File: config.mk
export PLATFORM = sky130hd
export DESIGN_NAME = queue_latency_averager
export DESIGN_NICKNAME = d
export VERILOG_FILES = /design/src/hw/rtl/qla_pkg.sv /design/src/hw/rtl/qla_ctrl.sv /design/src/hw/rtl/qla_datapath.sv /design/src/hw/rtl/queue_latency_averager.sv
export VERILOG_INCLUDE_DIRS = /design/src /design/src/hw/rtl
export SDC_FILE = /design/constraint.sdc
export NUM_CORES = 1
export LEC_CHECK = 0
export BUFFER_PORTS_ARGS = -buffer_cell sky130_fd_sc_hd__buf_2
export CELL_PAD_IN_SITES_DETAIL_PLACEMENT = 1
export CELL_PAD_IN_SITES_GLOBAL_PLACEMENT = 2
export CORE_AREA = 3 3 306 308
export CTS_CLUSTER_DIAMETER = 30
export DETAILED_ROUTE_END_ITERATION = 7
export DIE_AREA = 0 0 309 311
export GPL_ROUTABILITY_DRIVEN = 0
export MAX_ROUTING_LAYER = met4
export PLACE_DENSITY_LB_ADDON = 0.1
export SLEW_MARGIN = 30
export SYNTH_ARGS = -nofsm -noshare
export SYNTH_HDL_FRONTEND = slang
export SYNTH_SLANG_ARGS = --single-unit
File: constraint.sdc
create_clock -name clk -period 6.9 [get_ports clk]
set_clock_uncertainty 0.05 [all_clocks]
set_input_delay 1.38 -clock clk [delete_from_list [all_inputs] [get_ports clk]]
set_output_delay 1.38 -clock clk [all_outputs]
set_load 0.01 [all_outputs]
File: src/hw/rtl/queue_latency_averager_defines.svh
// ----------------------------------------------------------------------------
// Queue latency averager assertion macros
// Shared property wrappers for the concurrent checks of the block.
// ----------------------------------------------------------------------------
`ifndef QUEUE_LATENCY_AVERAGER_DEFINES_SVH
`define QUEUE_LATENCY_AVERAGER_DEFINES_SVH

// The consequent must hold in the same cycle as the antecedent.
`define QLA_ASSERT_SAME(name, c, r, ante, cons, msg) \
  name: assert property (@(posedge c) disable iff (!r) (ante) |-> (cons)) \
    else $error(msg);

// The consequent must hold in the cycle after the antecedent.
`define QLA_ASSERT_NEXT(name, c, r, ante, cons, msg) \
  name: assert property (@(posedge c) disable iff (!r) (ante) |=> (cons)) \
    else $error(msg);

`endif

File: src/hw/rtl/qla_pkg.sv
// ----------------------------------------------------------------------------
// Queue latency averager package
// Types, codes and fixed widths shared by the controller and the datapath.
// ----------------------------------------------------------------------------
`default_nettype none

package qla_pkg;

  localparam int TS_W          = 32;
  localparam int SUM_W         = 48;
  localparam int AVG_W         = 40;
  localparam int CNT_W         = 8;
  localparam int MODE_W        = 2;
  localparam int STS_W         = 2;
  localparam int FRACTION_BITS = 8;
  localparam int STEP_W        = $clog2(SUM_W);

  localparam logic [CNT_W-1:0] WINDOW_RESET = 8'd16;
  localparam logic [CNT_W-1:0] COUNT_MAX    = 8'd255;

  typedef enum logic [MODE_W-1:0] {
    MODE_ENQ    = 2'd0,
    MODE_DEQ    = 2'd1,
    MODE_REPORT = 2'd2
  } mode_t;

  typedef enum logic [STS_W-1:0] {
    STS_OK    = 2'd0,
    STS_FULL  = 2'd1,
    STS_EMPTY = 2'd2
  } status_t;

  typedef enum logic [2:0] {
    S_IDLE,
    S_MEASURE,
    S_ACCUM,
    S_LOAD,
    S_DIV,
    S_COMMIT,
    S_DONE
  } state_t;

  typedef struct packed {
    logic capture;
    logic measure;
    logic accum;
    logic div_load;
    logic div_step;
    logic commit;
    logic load_out;
  } cmd_t;

  typedef struct packed {
    logic avg_req;
    logic div_last;
  } sts_t;

endpackage

`default_nettype wire

File: src/hw/rtl/qla_ctrl.sv
// ----------------------------------------------------------------------------
// Queue latency averager controller
// Sequences one item through measure, accumulate, divide (when an average is due) and result hand-off.
// ----------------------------------------------------------------------------
`default_nettype none

module qla_ctrl (
  input  wire logic          clk,
  input  wire logic          rst_n,
  input  wire logic          in_valid,
  output logic               in_ready,
  output logic               out_valid,
  input  wire logic          out_ready,
  input  wire qla_pkg::sts_t sts,
  output qla_pkg::cmd_t      cmd
);

  qla_pkg::state_t state_r, state_nxt;
  logic            out_valid_r, out_valid_nxt;
  logic            out_free;

  assign out_free = !out_valid_r || out_ready;

  always_ff @(posedge clk) begin
    if (!rst_n) begin
      state_r     <= qla_pkg::S_IDLE;
      out_valid_r <= 1'b0;
    end else begin
      state_r     <= state_nxt;
      out_valid_r <= out_valid_nxt;
    end
  end

  always_comb begin
    state_nxt = state_r;
    unique case (state_r)
      qla_pkg::S_IDLE:    if (in_valid) state_nxt = qla_pkg::S_MEASURE;
      qla_pkg::S_MEASURE: state_nxt = qla_pkg::S_ACCUM;
      qla_pkg::S_ACCUM: begin
        state_nxt = sts.avg_req ? qla_pkg::S_LOAD : qla_pkg::S_DONE;
      end
      qla_pkg::S_LOAD:    state_nxt = qla_pkg::S_DIV;
      qla_pkg::S_DIV:     if (sts.div_last) state_nxt = qla_pkg::S_COMMIT;
      qla_pkg::S_COMMIT:  state_nxt = qla_pkg::S_DONE;
      qla_pkg::S_DONE:    if (out_free) state_nxt = qla_pkg::S_IDLE;
      default:            state_nxt = qla_pkg::S_IDLE;
    endcase
  end

  always_comb begin
    cmd           = '0;
    in_ready      = 1'b0;
    out_valid_nxt = out_valid_r && !out_ready;
    unique case (state_r)
      qla_pkg::S_IDLE: begin
        in_ready    = 1'b1;
        cmd.capture = in_valid;
      end
      qla_pkg::S_MEASURE: cmd.measure  = 1'b1;
      qla_pkg::S_ACCUM:   cmd.accum    = 1'b1;
      qla_pkg::S_LOAD:    cmd.div_load = 1'b1;
      qla_pkg::S_DIV:     cmd.div_step = 1'b1;
      qla_pkg::S_COMMIT:  cmd.commit   = 1'b1;
      qla_pkg::S_DONE: begin
        if (out_free) begin
          cmd.load_out  = 1'b1;
          out_valid_nxt = 1'b1;
        end
      end
      default: ;
    endcase
  end

  assign out_valid = out_valid_r;

endmodule

`default_nettype wire

File: src/hw/rtl/qla_datapath.sv
// ----------------------------------------------------------------------------
// Queue latency averager datapath
// Timestamp FIFO, latency sample accumulator, serial divider and result register.
// ----------------------------------------------------------------------------
`default_nettype none

module qla_datapath #(
  parameter int FIFO_DEPTH = 16
) (
  input  wire logic                        clk,
  input  wire logic                        rst_n,
  input  wire qla_pkg::cmd_t               cmd,
  output qla_pkg::sts_t                    sts,
  input  wire logic [qla_pkg::MODE_W-1:0]  in_mode,
  input  wire logic [qla_pkg::TS_W-1:0]    in_now,
  input  wire logic                        cfg_wr_en,
  input  wire logic [qla_pkg::CNT_W-1:0]   cfg_wr_data,
  output logic [qla_pkg::STS_W-1:0]        out_status,
  output logic [qla_pkg::TS_W-1:0]         out_latency,
  output logic [qla_pkg::AVG_W-1:0]        out_average,
  output logic                             out_updated
);

  localparam int PTR_W  = $clog2(FIFO_DEPTH);
  localparam int FILL_W = $clog2(FIFO_DEPTH + 1);
  localparam int SUM_W  = qla_pkg::SUM_W;
  localparam int AVG_W  = qla_pkg::AVG_W;
  localparam int CNT_W  = qla_pkg::CNT_W;
  localparam int TS_W   = qla_pkg::TS_W;
  localparam int STEP_W = qla_pkg::STEP_W;

  localparam logic [PTR_W-1:0]  PTR_LAST  = PTR_W'(FIFO_DEPTH - 1);
  localparam logic [FILL_W-1:0] FILL_FULL = FILL_W'(FIFO_DEPTH);
  localparam logic [STEP_W-1:0] STEP_LAST = STEP_W'(SUM_W - 1);

  logic [TS_W-1:0] mem [FIFO_DEPTH];

  logic [qla_pkg::MODE_W-1:0] mode_r, mode_nxt;
  logic [TS_W-1:0]            now_r, now_nxt;
  logic [TS_W-1:0]            rd_data_r;
  logic [PTR_W-1:0]           head_r, head_nxt, tail_r, tail_nxt;
  logic [FILL_W-1:0]          fill_r, fill_nxt;
  logic [CNT_W-1:0]           window_r, window_nxt;
  logic [qla_pkg::STS_W-1:0]  status_r, status_nxt;
  logic [TS_W-1:0]            latency_r, latency_nxt;
  logic                       sample_pend_r, sample_pend_nxt;
  logic                       report_req_r, report_req_nxt;
  logic                       updated_r, updated_nxt;
  logic [SUM_W-1:0]           sum_r, sum_nxt;
  logic [CNT_W-1:0]           count_r, count_nxt;
  logic [AVG_W-1:0]           avg_r, avg_nxt;
  logic [SUM_W-1:0]           quo_r, quo_nxt;
  logic [CNT_W-1:0]           rem_r, rem_nxt;
  logic [CNT_W-1:0]           divisor_r, divisor_nxt;
  logic [STEP_W-1:0]          step_r, step_nxt;
  logic                       mem_we;

  logic [SUM_W-1:0] sample;
  logic [SUM_W:0]   sum_wide;
  logic [CNT_W-1:0] count_inc;
  logic [CNT_W:0]   trial;
  logic             trial_ge;

  assign sample    = SUM_W'(latency_r) << qla_pkg::FRACTION_BITS;
  assign sum_wide  = {1'b0, sum_r} + {1'b0, sample};
  assign count_inc = (count_r == qla_pkg::COUNT_MAX) ? count_r : count_r + 1'b1;
  assign trial     = {rem_r, quo_r[SUM_W-1]};
  assign trial_ge  = trial >= {1'b0, divisor_r};

  assign sts.avg_req  = sample_pend_r ? (count_inc >= window_r) : report_req_r;
  assign sts.div_last = step_r == STEP_LAST;

  always_comb begin
    mode_nxt        = mode_r;
    now_nxt         = now_r;
    head_nxt        = head_r;
    tail_nxt        = tail_r;
    fill_nxt        = fill_r;
    window_nxt      = cfg_wr_en ? cfg_wr_data : window_r;
    status_nxt      = status_r;
    latency_nxt     = latency_r;
    sample_pend_nxt = sample_pend_r;
    report_req_nxt  = report_req_r;
    updated_nxt     = updated_r;
    sum_nxt         = sum_r;
    count_nxt       = count_r;
    avg_nxt         = avg_r;
    quo_nxt         = quo_r;
    rem_nxt         = rem_r;
    divisor_nxt     = divisor_r;
    step_nxt        = step_r;
    mem_we          = 1'b0;

    if (cmd.capture) begin
      mode_nxt    = in_mode;
      now_nxt     = in_now;
      updated_nxt = 1'b0;
    end

    if (cmd.measure) begin
      status_nxt      = qla_pkg::STS_OK;
      latency_nxt     = '0;
      sample_pend_nxt = 1'b0;
      report_req_nxt  = 1'b0;
      case (mode_r)
        qla_pkg::MODE_ENQ: begin
          if (fill_r == FILL_FULL) begin
            status_nxt = qla_pkg::STS_FULL;
          end else begin
            mem_we   = 1'b1;
            tail_nxt = (tail_r == PTR_LAST) ? '0 : tail_r + 1'b1;
            fill_nxt = fill_r + 1'b1;
          end
        end
        qla_pkg::MODE_DEQ: begin
          if (fill_r == '0) begin
            status_nxt = qla_pkg::STS_EMPTY;
          end else begin
            latency_nxt     = now_r - rd_data_r;
            head_nxt        = (head_r == PTR_LAST) ? '0 : head_r + 1'b1;
            fill_nxt        = fill_r - 1'b1;
            sample_pend_nxt = 1'b1;
          end
        end
        qla_pkg::MODE_REPORT: begin
          report_req_nxt = (avg_r == '0) && (count_r != '0);
        end
        default: ;
      endcase
    end

    if (cmd.accum && sample_pend_r) begin
      sum_nxt   = sum_wide[SUM_W] ? {SUM_W{1'b1}} : sum_wide[SUM_W-1:0];
      count_nxt = count_inc;
    end

    if (cmd.div_load) begin
      quo_nxt     = sum_r;
      rem_nxt     = '0;
      divisor_nxt = count_r;
      step_nxt    = '0;
    end

    if (cmd.div_step) begin
      rem_nxt  = trial_ge ? CNT_W'(trial - {1'b0, divisor_r}) : trial[CNT_W-1:0];
      quo_nxt  = {quo_r[SUM_W-2:0], trial_ge};
      step_nxt = step_r + 1'b1;
    end

    if (cmd.commit) begin
      avg_nxt     = quo_r[AVG_W-1:0];
      sum_nxt     = SUM_W'(quo_r[AVG_W-1:0]);
      count_nxt   = CNT_W'(1);
      updated_nxt = 1'b1;
    end
  end

  always_ff @(posedge clk) begin
    if (mem_we) begin
      mem[tail_r] <= now_r;
    end
    rd_data_r <= mem[head_r];
  end

  always_ff @(posedge clk) begin
    if (!rst_n) begin
      head_r        <= '0;
      tail_r        <= '0;
      fill_r        <= '0;
      window_r      <= qla_pkg::WINDOW_RESET;
      sample_pend_r <= 1'b0;
      report_req_r  <= 1'b0;
      updated_r     <= 1'b0;
      sum_r         <= '0;
      count_r       <= '0;
      avg_r         <= '0;
    end else begin
      head_r        <= head_nxt;
      tail_r        <= tail_nxt;
      fill_r        <= fill_nxt;
      window_r      <= window_nxt;
      sample_pend_r <= sample_pend_nxt;
      report_req_r  <= report_req_nxt;
      updated_r     <= updated_nxt;
      sum_r         <= sum_nxt;
      count_r       <= count_nxt;
      avg_r         <= avg_nxt;
    end
  end

  always_ff @(posedge clk) begin
    mode_r    <= mode_nxt;
    now_r     <= now_nxt;
    status_r  <= status_nxt;
    latency_r <= latency_nxt;
    quo_r     <= quo_nxt;
    rem_r     <= rem_nxt;
    divisor_r <= divisor_nxt;
    step_r    <= step_nxt;
    if (cmd.load_out) begin
      out_status  <= status_r;
      out_latency <= latency_r;
      out_average <= avg_r;
      out_updated <= updated_r;
    end
  end

endmodule

`default_nettype wire

File: src/hw/rtl/queue_latency_averager.sv
// ----------------------------------------------------------------------------
// Queue latency averager
// Sequence: accept, measure, accumulate, then, when the item averages, load the
// divider, run its one-bit-per-cycle restoring divide of the 48-bit sample sum
// and commit; last, hand the result off. A new item is accepted only after the last one reaches the result register.
// Reset: synchronous active-low rst_n clears FIFO pointers, sum, count,
// average and the result valid; window_size returns to 16.
// ----------------------------------------------------------------------------
`default_nettype none
`include "queue_latency_averager_defines.svh"

module queue_latency_averager #(
  parameter int FIFO_DEPTH = 16
) (
  input  wire logic        clk,
  input  wire logic        rst_n,
  input  wire logic        in_tvalid,
  output logic             in_tready,
  input  wire logic [31:0] in_tdata,    // now_ms[31:0]
  input  wire logic [1:0]  in_tuser,    // mode[1:0]
  output logic             out_tvalid,
  input  wire logic        out_tready,
  output logic [71:0]      out_tdata,   // latency_ms[31:0], average_time[71:32]
  output logic [2:0]       out_tuser,   // status[1:0], average_updated[2]
  input  wire logic        cfg_wr_en,
  input  wire logic [7:0]  cfg_wr_data  // window_size[7:0]
);

  qla_pkg::cmd_t cmd;
  qla_pkg::sts_t sts;

  logic [qla_pkg::STS_W-1:0] res_status;
  logic [qla_pkg::TS_W-1:0]  res_latency;
  logic [qla_pkg::AVG_W-1:0] res_average;
  logic                      res_updated;

  qla_ctrl u_ctrl (
    .clk       (clk),
    .rst_n     (rst_n),
    .in_valid  (in_tvalid),
    .in_ready  (in_tready),
    .out_valid (out_tvalid),
    .out_ready (out_tready),
    .sts       (sts),
    .cmd       (cmd)
  );

  qla_datapath #(
    .FIFO_DEPTH (FIFO_DEPTH)
  ) u_datapath (
    .clk         (clk),
    .rst_n       (rst_n),
    .cmd         (cmd),
    .sts         (sts),
    .in_mode     (in_tuser),
    .in_now      (in_tdata),
    .cfg_wr_en   (cfg_wr_en),
    .cfg_wr_data (cfg_wr_data),
    .out_status  (res_status),
    .out_latency (res_latency),
    .out_average (res_average),
    .out_updated (res_updated)
  );

  assign out_tdata = {res_average, res_latency};
  assign out_tuser = {res_updated, res_status};

  `QLA_ASSERT_NEXT(a_busy_after_accept, clk, rst_n, in_tvalid && in_tready, !in_tready,
    "input accepted again while an item is in progress")
  `QLA_ASSERT_SAME(a_empty_result, clk, rst_n,
    out_tvalid && (out_tuser[1:0] == qla_pkg::STS_EMPTY),
    (out_tdata[31:0] == 32'd0) && !out_tuser[2],
    "empty dequeue carries a latency or an average update")
  `QLA_ASSERT_SAME(a_full_result, clk, rst_n,
    out_tvalid && (out_tuser[1:0] == qla_pkg::STS_FULL),
    (out_tdata[31:0] == 32'd0) && !out_tuser[2],
    "dropped enqueue carries a latency or an average update")

endmodule

`default_nettype wire
==> flow_metrics.py <==
metrics = {
    "placement": {
        "dp_slack_ns": 3.14,
        "placed_cells": 3533,
        "hpwlAfterDp_um": 54900,
        "io_buffers": 123,
    },
    "floorplan": {
        "fp.dieH_um": 311,
        "rows": 111,
        "dieArea_um2": 96100,
        "fp.dieW_um": 309,
        "ios": 124,
        "core_area_um2": 91400,
        "start_util": 0.398,
    },
    "hold_path": {
        "hp-class": "flop to flop",
    },
    "yosys": {
        "synth_xor_area_frac": 0.0186,
        "yosysWarnings": 0,
        "synth-simple-area-share": 0.0592,
        "syn_area_um2": 36400,
        "yosysSeqAreaShare": 0.685,
        "synth_area_leaders": "edfxtp_1, mux4_2, dfxtp_1",
        "synth_top_family_by_area": "multiplexers",
        "synth-edff-count": 725,
        "postSynthAreaPerCell_um2": 15.9,
        "synthCells": 2287,
        "yosys.area.top_type": "edfxtp_1",
        "synth_top_area_frac": 0.599,
        "synthDistinctLibCells": 71,
        "synth_ff_type": "edfxtp_1",
        "async_flop_share": 0,
        "synth-compound-area-share": 0.0651,
        "ys_ff_latch": 881,
        "syn_nets": 2428,
        "synthAdderAreaFrac": 0.0332,
        "muxShareOfSynthArea": 0.120,
    },
    "cts": {
        "hold_buffers": 0,
        "cts_buffers": 183,
        "cts_tree": "done",
        "clk_path_buf_depth": 3,
        "root_buffer": "clkbuf_16",
        "post_cts_buffers": 0,
        "clk_latency_ns": 0.77,
        "cts.htree.levels": 4,
        "cts.clk_slew.worst_paths_ns": 0.05,
        "cts_resized": 0,
        "cts.sinks": 881,
    },
    "route": {
        "drtIter0Drc": 1279,
        "vias": 20700,
        "route.detailed.wl_per_inst_um": 23.7,
        "via_per_inst": 5.34,
        "wl_um": 91800,
        "first_pass_iters": 5,
        "ant_nets": 0,
        "drc": 0,
    },
    "grt": {
        "grt_usage": 0.199,
        "grt_max_degree": 90,
        "grt_pass1_wl_um": 139000,
        "grt-ovfl-total": 0,
        "grt_pass1_vias": 22300,
        "antenna_found_initial": 2,
    },
    "run": {
        "max-cap-violations": 0,
    },
    "timing": {
        "relSlewSlack": 0.383,
        "whs_ns": 0.382,
        "final-setup-viol-count": 0,
        "fin_ws_ns": 3.12,
        "period_share": 0.548,
        "max_freq_mhz": 265,
        "hold_viol_final": 0,
        "grt_setup_unrepaired": "false",
        "finalMaxSlewViolations": 0,
        "tns_ns": 0,
        "fin_crit_ns": 3.78,
        "worstMarginPinSlew_ns": 0.926,
    },
    "critical_path": {
        "crit_type": "flop to flop",
        "start_kind": "flop",
        "required_ns": 7.35,
        "cp_max_fo": 17,
        "worstPathArrival_ns": 4.23,
        "crit_path_end_kind": "flop",
    },
    "power": {
        "max-vdd-ir-drop_uv": 259,
        "power_leakage_nw": 15.7,
        "power.density_nw_per_um2": 349,
        "total_power_mw": 15.8,
    },
    "cells_and_area": {
        "register_area_um2": 24900,
        "multi_input_area_um2": 10900,
        "layout_commonest_cell": "edfxtp_1",
        "num-nets-final": 2673,
        "final_cell_mix": "edfxtp_1, clkbuf_16, nand2_1",
        "area_growth_syn_to_layout_pct": 24.1,
        "diodes": 0,
        "drive_gt1_frac": 0.272,
        "fin_cells": 3881,
        "fillers": 8716,
    },
    "run_status": {
        "status": "finished, final reports clean",
    },
}
-- path summary, 6_finish.rpt --
check	cells after the start	end	slack [ns]	start
max	12	u_datapath.latency_r[30]	3.12	u_datapath.now_r[0]
min	0	u_datapath.out_updated	0.38	u_datapath.updated_r
max reg2reg	12	u_datapath.latency_r[30]	3.12	u_datapath.now_r[0]
min reg2reg	0	u_datapath.out_updated	0.38	u_datapath.updated_r
-- critical path: stages (launching register included) --
cell and delay, ns:
edfxtp_1 0.64, inv_1 0.09, ha_1 0.25, fa_1 0.45, nor2b_1 0.17, o21ai_0 0.10, nand2b_1 0.14, a31oi_1 0.16
o21ai_1 0.26, a311o_1 0.34, a31oi_1 0.19, o31ai_1 0.31, mux2_2 0.37
-- report_power, final --
group | switching (mW) | internal [mW] | total, mW
combinational | 0.324 | 0.197 | 0.521
sequential | 0.129 | 5.90 | 6.03
clock | 2.96 | 6.27 | 9.23
-- synth_stat cells (all sizes together) (18+ instances only) --
master	count
o221ai	20
nor3	26
a21o	32
dfxtp	156
nand2	182
xor2	39
xnor2	38
inv	83
edfxtp	725
ha	90
buf	23
o21ai	63
nor2	114
nand3	19
mux4	160
mux2	50
mux2i	18
clkbuf	77
a21oi	143
-- routing by layer --
layer | global-route usage | wire (µm)
met5 | - | 0
met4 | 0.0646 | 2140
met3 | 0.0373 | 3800
met2 | 0.312 | 44400
met1 | 0.262 | 41500
-- registers in the layout (all words and copies together), names as in the netlist, 3 cells and up --
name / count
u_datapath.out_latency: 32
u_datapath.sum_r: 48
u_datapath.window_r: 8
u_datapath.fill_r: 5
u_datapath.count_r: 8
u_datapath.step_r: 6
u_datapath.rd_data_r: 32
u_datapath.latency_r: 32
u_datapath.divisor_r: 8
u_datapath.tail_r: 4
u_datapath.quo_r: 48
u_ctrl.state_r: 3
u_datapath.avg_r: 40
u_datapath.rem_r: 8
u_datapath.mem: 512
u_datapath.out_average: 40
u_datapath.head_r: 4
u_datapath.now_r: 32
-- kinds of logic (layout without fill, tap and decap cells) --
family	count (synthesis)	count (layout)
XOR/XNOR	77	77
flip-flops	881	881
AND/OR/NAND/NOR	458	458
AO/OA/AOI/OAI	366	366
buffers and inverters	183	591
adder cells (fa/ha/maj)	94	94
multiplexers	228	228
-- cell type report --
| class | count | share of cell area |
|---|---|---|
| Multi-Input combinational cell | 1223 | 0.241 |
| Tap cell | 1186 | 0.0329 |
| Sequential cell | 881 | 0.552 |
| Timing Repair Buffer | 160 | 0.0202 |
| Clock buffer | 220 | 0.108 |
| Inverter | 83 | 0.00690 |
| Clock inverter | 128 | 0.0397 |
-- per-stage QoR --
| stage | utilization | instance area [µm²] |
|---|---|---|
| 6_report | 0.494 | 45100 |
| 5_1_grt | 0.494 | 45100 |
| 4_1_cts | 0.494 | 45100 |
| 3_5_place_dp | 0.421 | 38500 |
| 3_3_place_gp | 0.421 | 38500 |
| 2_1_floorplan | - | 36400 |
Note: power is estimated with default switching activity, not from simulation.
